File: src/rtl/core/b64enc_pkg.sv
`timescale 1ns / 1ps
`default_nettype none
// ============================================================================
// Base64 encoder package
// Shared group descriptor, character constants and the standard alphabet.
// ============================================================================
package b64enc_pkg;

    localparam logic [7:0] PAD_CHAR   = 8'h3D;
    localparam logic [7:0] PLUS_CHAR  = 8'h2B;
    localparam logic [7:0] SLASH_CHAR = 8'h2F;
    localparam logic [7:0] UPPER_A    = 8'h41;
    localparam logic [7:0] LOWER_A    = 8'h61;
    localparam logic [7:0] DIGIT_0    = 8'h30;

    typedef struct packed {
        logic [23:0] group;
        logic [1:0]  nbytes;
        logic        eom;
    } t_group;

    function automatic logic [7:0] b64_char(input logic [5:0] slice);
        logic [7:0] code;
        case (slice) inside
            [6'd0:6'd25]:  code = UPPER_A + {2'b00, slice};
            [6'd26:6'd51]: code = LOWER_A + {2'b00, slice} - 8'd26;
            [6'd52:6'd61]: code = DIGIT_0 + {2'b00, slice} - 8'd52;
            6'd62:         code = PLUS_CHAR;
            default:       code = SLASH_CHAR;
        endcase
        return code;
    endfunction

endpackage
`default_nettype wire

File: src/rtl/core/b64enc_front.sv
`timescale 1ns / 1ps
`default_nettype none
// ============================================================================
// Base64 encoder front end
// Collects bytes into groups of three and issues a group on the third byte or
// on the final byte of a message, left-aligned and zero-filled.
// ============================================================================
module b64enc_front
    import b64enc_pkg::*;
(
    input  wire         i_clk,
    input  wire         i_rst_n,
    input  wire         i_in_valid,
    output logic        o_in_ready,
    input  wire  [7:0]  i_data_byte,
    input  wire         i_end_of_message,
    input  wire         i_q_ready,
    output logic        o_push,
    output t_group      o_entry
);

    logic [15:0] r_held_bytes, n_held_bytes;
    logic [1:0]  r_held_count, n_held_count;
    logic        w_accept;
    logic        w_close;

    assign o_in_ready = i_q_ready;
    assign w_accept   = i_in_valid && o_in_ready;
    assign w_close    = (r_held_count >= 2'd2) || i_end_of_message;
    assign o_push     = w_accept && w_close;

    always_comb begin
        o_entry.eom = i_end_of_message;
        if (r_held_count >= 2'd2) begin
            o_entry.group  = {r_held_bytes, i_data_byte};
            o_entry.nbytes = 2'd3;
        end else if (r_held_count == 2'd1) begin
            o_entry.group  = {r_held_bytes[7:0], i_data_byte, 8'h00};
            o_entry.nbytes = 2'd2;
        end else begin
            o_entry.group  = {i_data_byte, 16'h0000};
            o_entry.nbytes = 2'd1;
        end
    end

    always_comb begin
        n_held_bytes = r_held_bytes;
        n_held_count = r_held_count;
        if (w_accept) begin
            if (w_close) begin
                n_held_bytes = 16'h0000;
                n_held_count = 2'd0;
            end else begin
                n_held_bytes = {r_held_bytes[7:0], i_data_byte};
                n_held_count = r_held_count + 2'd1;
            end
        end
    end

    always_ff @(posedge i_clk) begin
        if (!i_rst_n) begin
            r_held_bytes <= 16'h0000;
            r_held_count <= 2'd0;
        end else begin
            r_held_bytes <= n_held_bytes;
            r_held_count <= n_held_count;
        end
    end

endmodule
`default_nettype wire

File: src/rtl/core/b64enc_queue.sv
`timescale 1ns / 1ps
`default_nettype none
// ============================================================================
// Base64 encoder group queue
// Small FIFO of pending groups between the front end and the character
// generator.
// ============================================================================
module b64enc_queue
    import b64enc_pkg::*;
#(
    parameter int DEPTH = 2
) (
    input  wire                            i_clk,
    input  wire                            i_rst_n,
    input  wire                            i_push,
    input  t_group                         i_entry,
    output logic                           o_ready,
    output logic                           o_valid,
    output t_group                         o_entry,
    input  wire                            i_pop,
    output logic [$clog2(DEPTH + 1) - 1:0] o_level
);

    localparam int PW = (DEPTH > 1) ? $clog2(DEPTH) : 1;
    localparam int LW = $clog2(DEPTH + 1);

    t_group           r_slots [DEPTH];
    logic [PW - 1:0]  r_wr_ptr, n_wr_ptr;
    logic [PW - 1:0]  r_rd_ptr, n_rd_ptr;
    logic [LW - 1:0]  r_level, n_level;
    logic             w_wr;
    logic             w_rd;

    assign o_ready = (r_level != LW'(DEPTH));
    assign o_valid = (r_level != '0);
    assign o_entry = r_slots[r_rd_ptr];
    assign o_level = r_level;
    assign w_wr    = i_push && o_ready;
    assign w_rd    = i_pop && o_valid;

    always_comb begin
        n_wr_ptr = r_wr_ptr;
        n_rd_ptr = r_rd_ptr;
        n_level  = r_level;
        if (w_wr) begin
            n_wr_ptr = (r_wr_ptr == PW'(DEPTH - 1)) ? '0 : r_wr_ptr + 1'b1;
        end
        if (w_rd) begin
            n_rd_ptr = (r_rd_ptr == PW'(DEPTH - 1)) ? '0 : r_rd_ptr + 1'b1;
        end
        if (w_wr && !w_rd) begin
            n_level = r_level + 1'b1;
        end else if (w_rd && !w_wr) begin
            n_level = r_level - 1'b1;
        end
    end

    always_ff @(posedge i_clk) begin
        if (w_wr) begin
            r_slots[r_wr_ptr] <= i_entry;
        end
    end

    always_ff @(posedge i_clk) begin
        if (!i_rst_n) begin
            r_wr_ptr <= '0;
            r_rd_ptr <= '0;
            r_level  <= '0;
        end else begin
            r_wr_ptr <= n_wr_ptr;
            r_rd_ptr <= n_rd_ptr;
            r_level  <= n_level;
        end
    end

endmodule
`default_nettype wire

File: src/rtl/core/b64enc_back.sv
`timescale 1ns / 1ps
`default_nettype none
// ============================================================================
// Base64 encoder back end
// Turns one queued group into four characters, one per cycle while the receiver
// is ready, through a registered output stage.
// ============================================================================
module b64enc_back
    import b64enc_pkg::*;
(
    input  wire         i_clk,
    input  wire         i_rst_n,
    input  wire         i_q_valid,
    input  t_group      i_entry,
    output logic        o_pop,
    output logic        o_out_valid,
    input  wire         i_out_ready,
    output logic [7:0]  o_char_code,
    output logic        o_last_char
);

    t_group      r_cur;
    logic        r_busy;
    logic [1:0]  r_idx;
    logic        r_out_valid;
    logic [7:0]  r_char;
    logic        r_last;
    logic        w_advance;
    logic [5:0]  w_slice;
    logic [7:0]  w_code;

    assign w_advance   = r_busy && (!r_out_valid || i_out_ready);
    assign o_pop       = i_q_valid && (!r_busy || (w_advance && r_idx == 2'd3));
    assign o_out_valid = r_out_valid;
    assign o_char_code = r_char;
    assign o_last_char = r_last;

    always_comb begin
        case (r_idx)
            2'd0:    w_slice = r_cur.group[23:18];
            2'd1:    w_slice = r_cur.group[17:12];
            2'd2:    w_slice = r_cur.group[11:6];
            default: w_slice = r_cur.group[5:0];
        endcase
        w_code = (r_idx <= r_cur.nbytes) ? b64_char(w_slice) : PAD_CHAR;
    end

    always_ff @(posedge i_clk) begin
        if (o_pop) begin
            r_cur <= i_entry;
        end
        if (w_advance) begin
            r_char <= w_code;
            r_last <= (r_idx == 2'd3) && r_cur.eom;
        end
    end

    always_ff @(posedge i_clk) begin
        if (!i_rst_n) begin
            r_busy      <= 1'b0;
            r_idx       <= 2'd0;
            r_out_valid <= 1'b0;
        end else begin
            if (w_advance) begin
                r_out_valid <= 1'b1;
            end else if (i_out_ready) begin
                r_out_valid <= 1'b0;
            end
            if (o_pop) begin
                r_idx <= 2'd0;
            end else if (w_advance) begin
                r_idx <= r_idx + 2'd1;
            end
            if (o_pop) begin
                r_busy <= 1'b1;
            end else if (w_advance && r_idx == 2'd3) begin
                r_busy <= 1'b0;
            end
        end
    end

endmodule
`default_nettype wire

File: src/rtl/core/base64_stream_encoder.sv
`timescale 1ns / 1ps
`default_nettype none
// ============================================================================
// Base64 stream encoder
// Encodes a byte stream into standard-alphabet Base64 characters with '='
// padding; the final character of each message carries o_last_char.
// ============================================================================
// Usage:
//   Input channel (i_in_valid / o_in_ready) takes one message byte per
//   transaction; i_end_of_message marks the final byte of a message.
//   Output channel (o_out_valid / i_out_ready) gives one ASCII character per
//   transaction. Each group of three bytes, or the shorter group closed by
//   the final byte, yields four characters.
//   The group closed by an accepted byte is written into the queue, then
//   popped into the generator's group register; its first character is
//   then registered in the output stage. The generator issues one character
//   per cycle while the receiver is ready, so sustained input is bounded by
//   the output stage at four characters per three bytes. Bytes that do not
//   close a group are taken at one per cycle while the queue has room.
//   A stalled receiver holds the output register; the queue (QUEUE_DEPTH
//   groups) then fills and o_in_ready drops.
//   Reset clears the held bytes, the queue and the output stage; the next
//   byte starts a new message.
// ============================================================================
module base64_stream_encoder
    import b64enc_pkg::*;
#(
    parameter int QUEUE_DEPTH = 2
) (
    input  wire         i_clk,
    input  wire         i_rst_n,
    input  wire         i_in_valid,
    output logic        o_in_ready,
    input  wire  [7:0]  i_data_byte,
    input  wire         i_end_of_message,
    output logic        o_out_valid,
    input  wire         i_out_ready,
    output logic [7:0]  o_char_code,
    output logic        o_last_char
);

    localparam int LW = $clog2(QUEUE_DEPTH + 1);

    t_group          w_push_entry;
    t_group          w_pop_entry;
    logic            w_push;
    logic            w_pop;
    logic            w_q_ready;
    logic            w_q_valid;
    logic [LW - 1:0] w_level;

    b64enc_front u_front (
        .i_clk            (i_clk),
        .i_rst_n          (i_rst_n),
        .i_in_valid       (i_in_valid),
        .o_in_ready       (o_in_ready),
        .i_data_byte      (i_data_byte),
        .i_end_of_message (i_end_of_message),
        .i_q_ready        (w_q_ready),
        .o_push           (w_push),
        .o_entry          (w_push_entry)
    );

    b64enc_queue #(
        .DEPTH (QUEUE_DEPTH)
    ) u_queue (
        .i_clk   (i_clk),
        .i_rst_n (i_rst_n),
        .i_push  (w_push),
        .i_entry (w_push_entry),
        .o_ready (w_q_ready),
        .o_valid (w_q_valid),
        .o_entry (w_pop_entry),
        .i_pop   (w_pop),
        .o_level (w_level)
    );

    b64enc_back u_back (
        .i_clk       (i_clk),
        .i_rst_n     (i_rst_n),
        .i_q_valid   (w_q_valid),
        .i_entry     (w_pop_entry),
        .o_pop       (w_pop),
        .o_out_valid (o_out_valid),
        .i_out_ready (i_out_ready),
        .o_char_code (o_char_code),
        .o_last_char (o_last_char)
    );

    a_reset_clears_output: assert property (@(posedge i_clk)
        !i_rst_n |=> !o_out_valid)
        else $error("output valid after reset");

    a_level_bound: assert property (@(posedge i_clk) disable iff (!i_rst_n)
        w_level <= LW'(QUEUE_DEPTH))
        else $error("queue level beyond depth");

    a_push_has_room: assert property (@(posedge i_clk) disable iff (!i_rst_n)
        w_push |-> w_q_ready)
        else $error("group pushed into full queue");

    a_entry_kept: assert property (@(posedge i_clk) disable iff (!i_rst_n)
        w_q_valid && !w_pop |=> w_q_valid)
        else $error("queued group lost");

endmodule
`default_nettype wire

File: config.mk
export PLATFORM = sky130hd
export DESIGN_NAME = base64_stream_encoder
export DESIGN_NICKNAME = d
export VERILOG_FILES = /design/src/rtl/core/b64enc_pkg.sv /design/src/rtl/core/b64enc_front.sv /design/src/rtl/core/b64enc_queue.sv /design/src/rtl/core/b64enc_back.sv /design/src/rtl/core/base64_stream_encoder.sv
export SDC_FILE = /design/constraint.sdc
export NUM_CORES = 1
export LEC_CHECK = 0
export ABC_AREA = 1
export ABC_CLOCK_PERIOD_IN_PS = 4000
export BUFFER_PORTS_ARGS = -buffer_cell sky130_fd_sc_hd__buf_4
export CELL_PAD_IN_SITES_DETAIL_PLACEMENT = 1
export CELL_PAD_IN_SITES_GLOBAL_PLACEMENT = 2
export CORE_UTILIZATION = 30
export CTS_CLUSTER_SIZE = 30
export DETAILED_ROUTE_END_ITERATION = 10
export PLACE_DENSITY_LB_ADDON = 0.1
export SETUP_SLACK_MARGIN = 0.5
export SLEW_MARGIN = 0
export SYNTH_ARGS = -nofsm -noshare
export SYNTH_HDL_FRONTEND = slang
export SYNTH_HIERARCHICAL = 1
export SYNTH_SLANG_ARGS = --single-unit
export TNS_END_PERCENT = 10
File: constraint.sdc
create_clock -name i_clk -period 4 [get_ports i_clk]
set_clock_uncertainty 0.05 [all_clocks]
set_input_delay 0.8 -clock i_clk [delete_from_list [all_inputs] [get_ports i_clk]]
set_output_delay 0.8 -clock i_clk [all_outputs]
set_load 0.1 [all_outputs]
==> flow_summary.json, run 1 <==
{
  "drv_cap": 0,
  "diodes": 0,
  "grt_max_degree": 29,
  "dp_hpwl_mm": 9.55,
  "finalWorstPathRequiredPeriod_ns": 3.05,
  "ys_types": 39,
  "start_util_pct": 31.0,
  "finalSetupViolations": 0,
  "synth_nets": 601,
  "synth_compound_gate_area_share_pct": 5.55,
  "status": "finished, final reports clean",
  "ctsHoldBuffers": 0,
  "drtIter0Drc": 128,
  "routedWlPerCell_um": 14.9,
  "crit_arrival_ns": 3.15,
  "filler_cell_count": 2149,
  "fin_hold_ws_ns": 0.431,
  "synthFlopType": "edfxtp_1",
  "tritoncts": "yes",
  "synth-simple-area-share_pct": 19.3,
  "postSynthAreaPerCell_sq_um": 10.3,
  "yosysTopAreaCell": "edfxtp_1",
  "irDropWorstVdd_v": 0.000358,
  "yosys.cell_count.top_type": "nand2_1",
  "postCtsSetupRepairBufs": 0,
  "drive_gt1_share_pct": 20.9,
  "cp.required_ns": 4.09,
  "cpLargestDelayFamily": "simple AND/OR/NAND/NOR gates",
  "ys_ff_latch": 117,
  "synth_top_family_by_area": "simple AND/OR/NAND/NOR gates",
  "cts_buffers": 17,
  "num_vias": 3793,
  "synth_area_sq_um": 5860,
  "drc": 0,
  "routed_wl_mm": 13.0,
  "min_path_type": "reg -> reg",
  "path_cells": "inv_1 > ha_1 > nand2_1 > nand2_1 > nor2_1 > nor2_1 > inv_1 > ha_1 > nor2_1 > nand2_1 > nand2_2 > inv_1 > o21ai_0 > nand3_1",
  "r2r-start": "u_back/r_idx[0]$_SDFFE_PP0P_",
  "rsz0062_at_grt": "false",
  "dr.pass1.iters": 4,
  "drv_slew": 0,
  "tightestPinTransition_ns": 0.556,
  "yosys-top-cells-count": "nand2_1 (141), edfxtp_1 (90), inv_1 (71)",
  "critPathMaxStageDelay_ns": 0.43,
  "port_buffers": 23,
  "grt_usage_pct": 14.3,
  "total_power_w": 0.00608,
  "nets": 633,
  "clkTransAtPathRegs_ns": 0.05,
  "seq_area_frac_synth_pct": 55.4,
  "fin_util_pct": 36.1,
  "worstSetupStartpointType": "flop",
  "hp-start": "u_back/r_busy$_SDFFE_PN0P_",
  "core_region_area_sq_um": 18900,
  "leakage_nw": 2.80,
  "slew_headroom_pct": 62.8,
  "placementRows": 50,
  "finalCritPeriodShare_pct": 76.3,
  "vias_per_cell": 4.35,
  "netlist.area_leader.share_pct": 46.1,
  "synthMuxAreaShare_pct": 6.47,
  "clkLatencyLatePin_ns": 0.41,
  "clock.fmax_mhz": 327,
  "async_flop_share_pct": 0,
  "synthAdderAreaFrac_pct": 4.49,
  "synth_xor_area_share_pct": 1.35,
  "cp_max_fo": 13,
  "cts_sinks": 117,
  "synth_edf_count": 90,
  "dieArea_sq_um": 20100,
  "die-width_um": 142,
  "antenna_found_initial": 0,
  "ys_warn_count": 6,
  "finalHoldViolations": 0,
  "ant_nets": 0,
  "overflow": 0,
  "worstSetupPathType": "reg -> reg",
  "htree_num_levels": 4,
  "power_density_nw_per_um2": 892,
  "clk_path_buf_depth": 2,
  "crit_buf_inv": 3,
  "synth_top_cells_by_area": "edfxtp_1 (46%), dfxtp_1 (9.2%), nand2_1 (9.0%)",
  "grt_pass1_wl_mm": 21.6,
  "endpoint_kind": "flop",
  "critPathSlowestCell": "nor2_1",
  "crit_path_start": "u_back/r_idx[0]$_SDFFE_PP0P_",
  "finalSetupTns_ns": 0,
  "clockRootBuffer": "clkbuf_16",
  "place_congestion": 0.773,
  "first_global_vias": 4163,
  "synthCells": 567,
  "post_cts_resize_count": 0,
  "syn2layout_area_growth_pct": 16.3,
  "boundaryPins": 24,
  "die_y_um": 142
}
metrics by stage:
stage / std cells / instance area, sq um / worst slack, ns
6_report: 871 / 6810 / 0.946
5_1_grt: 871 / 6810 / 0.688
4_1_cts: 871 / 6810 / 0.953
3_5_place_dp: 840 / 6260 / 0.967
3_3_place_gp: 840 / 6260 / 1.16
2_1_floorplan: 567 / 5860 / 0.787
metal layers:
| metal | GRT usage (%) | up-vias | share of wire (%) |
|---|---|---|---|
| met2 | 25.9 | 29 | 51 |
| met3 | 3.34 | 16 | 1.6 |
| met5 | 0 | - | 0 |
| met1 | 16.4 | 1820 | 46 |
| li1 | - | 1928 | - |
| met4 | 4.87 | 0 | 1.4 |
state kept, by name, summed over array words and instances (netlist names), 2 cells and up, named ones only:
signal	cells
u_front/r_held_count	2
u_front/r_held_bytes	16
u_back/r_idx	2
u_back/o_char_code	8
u_queue/o_level	2
u_back/r_cur	27
u_queue/r_slots	54
area by class of cell:
class                   count  area [sq um]  area share (%)
clock buffers              20           437            6.41
well taps                 260           325            4.78
multi-input cells         357          2180            32.0
clock inverters            11           111            1.63
flip-flops and latches    117          3240            47.6
inverters                  76           288            4.22
repair buffers             30           225            3.31
cell usage in the layout, fill, tap and decap left out, types with 5 or more instances in the layout:
cell type / instances
nand2_1: 141
edfxtp_1: 90
inv_1: 71
nor2_1: 37
nand3_1: 36
buf_4: 30
dfxtp_1: 27
ha_1: 21
o21ai_0: 20
mux2_4: 20
clkbuf_16: 17
nor2_2: 15
o211ai_1: 9
a21oi_1: 7
nand2_2: 7
mux2_2: 7
xor2_1: 6
clkinv_2: 5
path summary, 6_finish.rpt:
check | end | slack, ns | depth (start not counted)
hold reg to reg | u_back/o_out_valid$_SDFFE_PN0P_ | 0.43 | 2
hold / removal | u_back/o_out_valid$_SDFFE_PN0P_ | 0.43 | 2
setup / recovery | u_back/o_char_code[0]$_SDFFCE_PN1P_ | 0.95 | 14
setup reg to reg | u_back/o_char_code[0]$_SDFFCE_PN1P_ | 0.95 | 14
worst min-delay path: stages (launching register included):
cell and delay (ns):
dfxtp_1 0.31, inv_1 0.07, a21oi_1 0.06
where the power goes:
group | leakage [nW] | internal, W | switching (W)
logic | 1.48 | 0.000862 | 0.00186
registers | 1.06 | 0.00180 | 0.000134
clock network | 0.263 | 0.000902 | 0.000515
kinds of logic after synthesis:
kind of cell / Yosys count
and+or+nand+nor: 252
AOI/OAI and AO/OA: 48
buffers and inverters: 93
DFF: 117
xor gates and xnor gates: 9
muxes: 27
adders and majority gates: 21
(Power assumes the default switching activity.)
==> inputs of run 2 (changes only) <==
--- a/config.mk
+++ b/config.mk
@@ -6,7 +6,7 @@
 export NUM_CORES = 1
 export LEC_CHECK = 0
 export ABC_AREA = 1
-export ABC_CLOCK_PERIOD_IN_PS = 4000
+export ABC_CLOCK_PERIOD_IN_PS = 2550
 export BUFFER_PORTS_ARGS = -buffer_cell sky130_fd_sc_hd__buf_4
 export CELL_PAD_IN_SITES_DETAIL_PLACEMENT = 1
 export CELL_PAD_IN_SITES_GLOBAL_PLACEMENT = 2
==> constraint.sdc (replaced) <==
create_clock -name i_clk -period 2.55 [get_ports i_clk]
set_clock_uncertainty 0.05 [all_clocks]
set_input_delay 0.51 -clock i_clk [delete_from_list [all_inputs] [get_ports i_clk]]
set_output_delay 0.51 -clock i_clk [all_outputs]
set_load 0.1 [all_outputs]
==> run 2 against run 1 <==
Against the previous run: critical path depth up 1; register-to-register slack got worse by 0.70 ns; die area did not move; clock power up 51%; worst hold slack lost 0.18 ns; sequential share of layout area fell by 3.0 points; wire length grew 2.7%; combinational power rose by 96%; total power is 73% higher; first-iteration DRC count is 7.0% higher; final area rose by 7.0%.
==> flow_summary.json, run 2 (synthesis results as in run 1) <==
{
  "core_region_area_sq_um": 18900,
  "clk_path_buf_depth": 2,
  "irDropWorstVdd_v": 0.000513,
  "final_cell_mix": "nand2_1 (126), edfxtp_1 (90), inv_1 (63)",
  "fin_cells": 898,
  "grt_usage_pct": 14.3,
  "endpoint_kind": "flop",
  "cts_buffers": 17,
  "nets": 659,
  "grt_pass1_wl_mm": 21.7,
  "clock.fmax_mhz": 435,
  "start_util_pct": 31.0,
  "tritoncts": "yes",
  "crit_arrival_ns": 2.43,
  "routed_wl_mm": 13.3,
  "cp_max_fo": 6,
  "leakage_nw": 2.96,
  "rsz0062_at_grt": "true",
  "drtIter0Drc": 137,
  "drc": 0,
  "antenna_found_initial": 0,
  "placementRows": 50,
  "power_density_nw_per_um2": 1450,
  "reg_top3": "u_queue/r_slots x54, u_back/r_cur x27, u_front/r_held_bytes x16",
  "finalHoldViolations": 0,
  "place_congestion": 0.832,
  "htree_num_levels": 4,
  "tightestPinTransition_ns": 0.503,
  "dp.cells": 847,
  "regMostFlops": "u_queue/r_slots",
  "boundaryPins": 24,
  "drv_slew": 0,
  "largest_reg_flops": 54,
  "clockRootBuffer": "clkbuf_16",
  "worst_slack_ns": 0.249,
  "die-width_um": 142,
  "drv_cap": 0,
  "worstSetupStartpointType": "flop",
  "cts_sinks": 117,
  "ctsHoldBuffers": 0,
  "slew_headroom_pct": 66.5,
  "finalCritPeriodShare_pct": 90.2,
  "first_global_vias": 4079,
  "final_common_cell": "nand2_1",
  "num_vias": 3904,
  "clkLatencyLatePin_ns": 0.42,
  "dieArea_sq_um": 20100,
  "min_path_type": "in -> reg",
  "filler_cell_count": 2106,
  "routedWlPerCell_um": 14.9,
  "die_y_um": 142,
  "port_buffers": 23,
  "vias_per_cell": 4.35,
  "clkTransAtPathRegs_ns": 0.06,
  "dp_hpwl_mm": 9.63,
  "status": "finished, final reports clean",
  "cp.required_ns": 2.68,
  "finalSetupTns_ns": 0,
  "dr.pass1.iters": 4,
  "ant_nets": 0,
  "overflow": 0,
  "finalSetupViolations": 0,
  "drive_gt1_share_pct": 32.6,
  "worstSetupPathType": "reg -> reg",
  "syn2layout_area_growth_pct": 24.5,
  "grt_max_degree": 28,
  "diodes": 0,
  "finalWorstPathRequiredPeriod_ns": 2.30,
  "place_ws_ns": 0.00225,
  "total_power_w": 0.0105
}
run 2: stage by stage:
step	instance area, sq um	hold WS [ns]	utilization (%)
2_1_floorplan	5960	0.405	-
5_1_grt	7290	0.239	38.6
3_5_place_dp	6440	0.432	34.1
4_1_cts	7210	0.224	38.2
6_report	7290	0.249	38.6
3_3_place_gp	6440	0.428	34.1
run 2: per-layer routing:
layer	track usage (%)	vias up	share of wire, %
met4	6.11	0	2.2
met2	24.7	44	51
li1	-	1982	-
met1	17.2	1855	45
met5	0	-	0
met3	3.07	23	1.9
run 2: cell type report:
class                      instances  area, sq um  area share, %
inverter                          76          300           4.12
multi-input combinational        358         2410           33.1
clock buffer                      17          425           5.84
clock inverter                    15          108           1.48
timing repair buffer              55          462           6.33
sequential                       117         3250           44.6
tap                              260          325           4.46
run 2: critical path, stage by stage (launching register included):
cell	delay [ns]
dfxtp_4	0.41
inv_4	0.06
ha_4	0.18
nand2_1	0.05
nand2_1	0.06
nor2_2	0.14
nor2_4	0.08
buf_6	0.13
ha_4	0.14
o211ai_1	0.21
nand2_2	0.11
o21ai_4	0.09
buf_12	0.15
o21ai_2	0.05
nor2_1	0.09
nor2_1	0.05
run 2: worst paths after layout:
check	from	end	slack (ns)	cells past startpoint
max	u_back/r_idx[0]$_SDFFE_PP0P_	u_back/o_char_code[7]$_SDFFCE_PN0P_	0.25	15
min	i_end_of_message	u_queue/r_slots[1][0]$_DFFE_PP_	0.25	1
max reg2reg	u_back/r_idx[0]$_SDFFE_PP0P_	u_back/o_char_code[7]$_SDFFCE_PN0P_	0.25	15
min reg2reg	u_back/r_busy$_SDFFE_PN0P_	u_back/o_out_valid$_SDFFE_PN0P_	0.42	2
run 2: what timing repair did:
item	4_1_cts	5_1_grt
endpoints found under the hold margin	0	0
endpoints found under the setup margin	11	21
pin swaps	25	13
gates cloned	1	0
resized for setup	34	17
setup buffers	16	2
run 2: power breakdown:
part           total, W  internal [W]  leakage (nW)  switching [W]
Combinational   0.00534       0.00204          1.64        0.00330
Sequential      0.00306       0.00283          1.06       0.000229
Clock           0.00214       0.00124         0.257       0.000900
